$ cat config.mk
export PLATFORM = sky130hd
export DESIGN_NAME = hdfa_divider
export DESIGN_NICKNAME = d
export VERILOG_FILES = /design/src/rtl/hdfa_pkg.sv /design/src/rtl/hdfa_divider.sv
export SDC_FILE = /design/constraint.sdc
export NUM_CORES = 1
export LEC_CHECK = 0
export BUFFER_PORTS_ARGS = -buffer_cell sky130_fd_sc_hd__buf_2
export CAP_MARGIN = 20
export CORE_MARGIN = 2
export CORE_UTILIZATION = 57
export DETAILED_ROUTE_END_ITERATION = 8
export GPL_TIMING_DRIVEN = 0
export PLACE_DENSITY = 0.85
export SYNTH_ARGS = -nofsm -noshare
export SYNTH_HDL_FRONTEND = slang
export SYNTH_SLANG_ARGS = --single-unit
$ cat constraint.sdc
create_clock -name clk -period 3.6 [get_ports clk]
set_input_delay 0.18 -clock clk [delete_from_list [all_inputs] [get_ports clk]]
set_output_delay 0.18 -clock clk [all_outputs]
set_load 0.01 [all_outputs]
$ cat src/rtl/hdfa_pkg.sv
`default_nettype none
package hdfa_pkg;

	localparam int NUM_PARTICLES = 1024;
	localparam int ADDR_W        = $clog2(NUM_PARTICLES);

	localparam int IDX_W   = 10;
	localparam int POS_W   = 22;
	localparam int DIAM_W  = 18;
	localparam int FORCE_W = 24;
	localparam int BOX_W   = 22;

	localparam logic [BOX_W-1:0] BOX_RESET = 22'd2473328;

	// Shared divider geometry
	localparam int DIV_DVD_W = 54;
	localparam int DIV_DVS_W = 38;
	localparam int DIV_Q_W   = 36;

	typedef enum logic [1:0] {
		FUNC_CLEAR = 2'd0,
		FUNC_PAIR  = 2'd1,
		FUNC_READ  = 2'd2,
		FUNC_NONE  = 2'd3
	} func_t;

	typedef enum logic [4:0] {
		ST_INIT,
		ST_IDLE,
		ST_MUL_X,
		ST_MUL_Y,
		ST_MUL_S,
		ST_CHECK,
		ST_SQRT,
		ST_DIVM_GO,
		ST_DIVM_WAIT,
		ST_MUL_FX,
		ST_DIVX_GO,
		ST_DIVX_WAIT,
		ST_MUL_FY,
		ST_DIVY_GO,
		ST_DIVY_WAIT,
		ST_RD_I,
		ST_UP_I,
		ST_RD_J,
		ST_UP_J,
		ST_READ
	} state_t;

	typedef struct packed {
		logic                 start;
		logic [DIV_DVD_W-1:0] dividend;
		logic [DIV_DVS_W-1:0] divisor;
	} div_req_t;

	typedef struct packed {
		logic               done;
		logic [DIV_Q_W-1:0] quotient;
	} div_rsp_t;

endpackage
`default_nettype wire

$ cat src/rtl/hdfa_divider.sv
`default_nettype none
// Restoring divider, one quotient bit per cycle. The caller guarantees the
// quotient fits in DIV_Q_W bits.
module hdfa_divider (
	input  wire                 clk,
	input  wire                 arst_n,
	input  hdfa_pkg::div_req_t  req,
	output hdfa_pkg::div_rsp_t  rsp
);
	import hdfa_pkg::*;

	localparam int CNT_W = $clog2(DIV_Q_W + 1);

	logic                 busy_q;
	logic                 done_q;
	logic [CNT_W-1:0]     cnt_q;
	logic [DIV_Q_W-1:0]   low_q;
	logic [DIV_DVS_W-1:0] rem_q;
	logic [DIV_DVS_W-1:0] dvs_q;

	logic [DIV_DVS_W:0]   rem_sh;
	logic [DIV_DVS_W:0]   rem_sub;
	logic                 ge;

	// One trial subtraction
	always_comb begin
		rem_sh  = {rem_q, low_q[DIV_Q_W-1]};
		ge      = rem_sh >= {1'b0, dvs_q};
		rem_sub = rem_sh - {1'b0, dvs_q};
	end

	// Control
	always_ff @(posedge clk or negedge arst_n) begin
		if (!arst_n) begin
			busy_q <= 1'b0;
			done_q <= 1'b0;
			cnt_q  <= '0;
		end else begin
			done_q <= busy_q && (cnt_q == CNT_W'(1));
			if (req.start) begin
				busy_q <= 1'b1;
				cnt_q  <= CNT_W'(DIV_Q_W);
			end else if (busy_q) begin
				cnt_q <= cnt_q - CNT_W'(1);
				if (cnt_q == CNT_W'(1)) begin
					busy_q <= 1'b0;
				end
			end
		end
	end

	// Datapath: dividend bits leave the top of low_q as quotient bits enter
	always_ff @(posedge clk) begin
		if (req.start) begin
			rem_q <= DIV_DVS_W'(req.dividend >> DIV_Q_W);
			low_q <= req.dividend[DIV_Q_W-1:0];
			dvs_q <= req.divisor;
		end else if (busy_q) begin
			rem_q <= ge ? rem_sub[DIV_DVS_W-1:0] : rem_sh[DIV_DVS_W-1:0];
			low_q <= {low_q[DIV_Q_W-2:0], ge};
		end
	end

	assign rsp.done     = done_q;
	assign rsp.quotient = low_q;

endmodule
`default_nettype wire

==> results.md <==
* Fin Clk Skew at 0.00817 ns
* Pins Over Slew Limit at 0
* Seq pwr share at 0.394
* Synth Flop Type: edfxtp_1
* Nets at 1044
* Gr ovfl total at 0
* Antenna Cells at 0
* Async set-or-reset flop fraction in the synthesized netlist at 0.0667
* Total GRT Usage at 0.304
* I/O Buffers at 131
* Final WL at 20700 µm
* Worst slew margin at 0.374
* Setup WS pre-CTS at 0.258 ns
* Dpl cell area at 8270 µm²
* Final Cell Area at 9240 µm²
* CP peak stage delay at 0.44 ns
* Psw at 1.26 mW
* Clk pwr share at 0.394
* Final worst path period need at 3.10 ns
* Die Area at 13900 µm²
* Avg Cell Area, Syn at 10.3 µm²
* Hold WC Path Type: input port to flip-flop
* Static leakage at 4.10 nW
* Multi-input gate area at 3650 µm²
* Final worst hold slack at 0.0372 ns
* CTS tree: done
* Hold Fails Final Rpt at 0
* Final RePlAce weighted congestion at 0.937
* DR iter-0 viols at 593
* Inserted Clock Buffers at 17
* Most common cell after layout, fill and taps aside: buf_2
* Actual slew at the worst max-slew pin at 0.938 ns
* Status: finished, final reports clean
* Yosys reg bits at 120
* MaxCap Viol Count at 0
* Clock slew at reported path FFs at 0.06 ns
* Layout fillers at 895
* Boundary pin count at 132
* Combinational share of power at 0.212
* Crit path max fanout at 10
* Die width at 118 µm
* Via density at 5.91
* Vias in the first global route at 6478
* H-tree depth at 4
* WP data required at 3.75 ns
* Pre-Repair DR Iteration Count at 5
* Final HPWL DP at 13800 µm
* Critical path launch point type: flip-flop
* FF/Latch Area at 3360 µm²
* Post-synthesis cell type count at 63
* Power Dens Cells at 466 nW/µm²
* Worst-Skew Late Latency at 0.43 ns
* Postcts setup bufs at 0
* Initial cell density of the core at 0.584
* First-pass GRT wire length at 33200 µm
* Maximum buffer depth of the clock tree at 2
* Mapped Cells at 718
* Critical Path End Type: flip-flop
* Final worst path period share at 0.860
* Clock sinks at 120
* CP Cell Sequence: ha_1 -> o211ai_1 -> a21oi_1 -> nor3b_2 -> o21ai_2 -> nand3_2 -> a21oi_4 -> buf_6 -> mux2i_1 -> o21ai_0
* Area grow syn2layout at 25.2%
* Die Height at 118 µm
* Max Clk Rate at 323 MHz
* Syn. warnings at 0
* Gates resized, CTS repair at 0
* Synthesized cell area at 7370 µm²
* Antenna violations before repair at 1
* Layout cells sized above 1 at 0.261
* DRT antenna net count at 0
* Peak supply drop at 0.394 mV
* Drt wl/cell at 18.9 µm
* Internal at 3.04 mW
* Cts hold-fix bufs at 39
* Post-Syn Nets at 854
* CP arrival at 3.25 ns
* Drt drc at 0
* Sw Share at 0.292
* Core area at 12600 µm²
* Unrepaired setup endpoints after global routing: false
* Seq/Total Area, Yosys at 0.456
* Critical path type: flip-flop to flip-flop
* Largest net degree at the start of global routing at 40
* Post-synth EDFFs at 92
* Vias at 6464
* Endpoints failing setup at 0
* Most frequent cells in the layout: buf_2 (143), edfxtp_1 (92), nand2_1 (63)
* Slowest-stage cell, CP: a21oi_4
* CTS root buffer: clkbuf_16
* Row count at 41
* Final Worst Setup Slack at 0.505 ns
-- worst max-delay path, delay by kind of cell (launching register included) --
kind / cells / cell delay, ns
flip-flops: 1 / 0.38
AO/OA/AOI/OAI: 5 / 1.25
AND/OR/NAND/NOR: 2 / 0.28
multiplexers: 1 / 0.25
buffers and inverters: 1 / 0.25
adder cells (fa/ha/maj): 1 / 0.40
-- final timing paths --
kind	startpoint	end	slack, ns	cells past startpoint
worst max-delay path	rem_q[3]$_DFFE_PP_	rem_q[9]$_DFFE_PP_	0.50	10
worst min-delay path	req[85]	rem_q[11]$_DFFE_PP_	0.04	3
worst max register to register	rem_q[3]$_DFFE_PP_	rem_q[9]$_DFFE_PP_	0.50	10
worst min register to register	rem_q[23]$_SDFFE_PP0P_	rem_q[24]$_SDFFE_PP0P_	0.50	2
max in group asynchronous	arst_n	cnt_q[2]$_DFFE_PN0P_	3.28	2
min in group asynchronous	arst_n	busy_q$_DFF_PN0_	0.14	2
-- power by group through the flow --
stage / sequential [mW] / combinational, mW / clock, mW
floorplan: 1.72 / 0.586 / 0
global placement: 1.71 / 0.828 / 0
detailed placement: 1.71 / 0.849 / 0
CTS: 1.69 / 0.893 / 1.70
global route: 1.71 / 1.00 / 1.77
finish: 1.70 / 0.912 / 1.69
-- cell type report --
type                       count  area share
buffer                        35      0.0195
clock buffer                  18      0.0465
clock inverter                14      0.0161
inverter                      50      0.0203
multi-input combinational    513       0.395
sequential                   120       0.364
tap                          172      0.0233
timing repair buffer         171       0.115
-- logic make-up after synthesis --
family                     count (synthesis)  synth area share
and+or+nand+nor                          195             0.127
AOI/OAI and AO/OA                        189             0.177
DFF                                      120             0.456
buffers and inverters                     85            0.0499
muxes                                     53            0.0782
adders and majority gates                 41            0.0706
xor gates and xnor gates                  35            0.0416
-- metal layers --
layer,share of wire,track usage,vias up
met2,0.49,0.520,316
li1,-,-,3042
met4,0.029,0.109,0
met1,0.39,0.360,3057
met5,0,0,-
met3,0.091,0.0959,49
-- stage by stage --
stage,power [mW],TNS [ns],utilization,cells
after floorplan,2.31,0,-,718
after global placement,2.54,-49.12,0.653,1021
after detailed placement,2.56,0,0.655,1022
after CTS,4.29,0,0.732,1093
after global routing,4.47,0,0.732,1093
final,4.30,0,0.732,1093
-- synthesized netlist by cell type, types with 11 or more instances --
cell      count  area share
nand2_1      64       0.033
buf_2        12      0.0081
a21o_1       21       0.021
nand3_1      12      0.0081
xnor2_1      19       0.023
xor2_1       16       0.019
nand4_1      11      0.0093
ha_1         40       0.068
edfxtp_1     92        0.37
o21ai_0      41       0.028
mux2i_1      16       0.022
clkbuf_1     15      0.0076
inv_1        50       0.025
nor3_1       16       0.011
mux2_2       37       0.056
a21oi_1      44       0.030
and3_1       14       0.012
dfxtp_1      20       0.054
nor2_1       46       0.023
-- registers in the layout, summed over array words and instances (netlist names) --
register / cells
done_q: 1
busy_q: 1
rem_q: 38
low_q: 36
cnt_q: 6
dvs_q: 38
No activity file was read; power rests on OpenSTA's default activity.
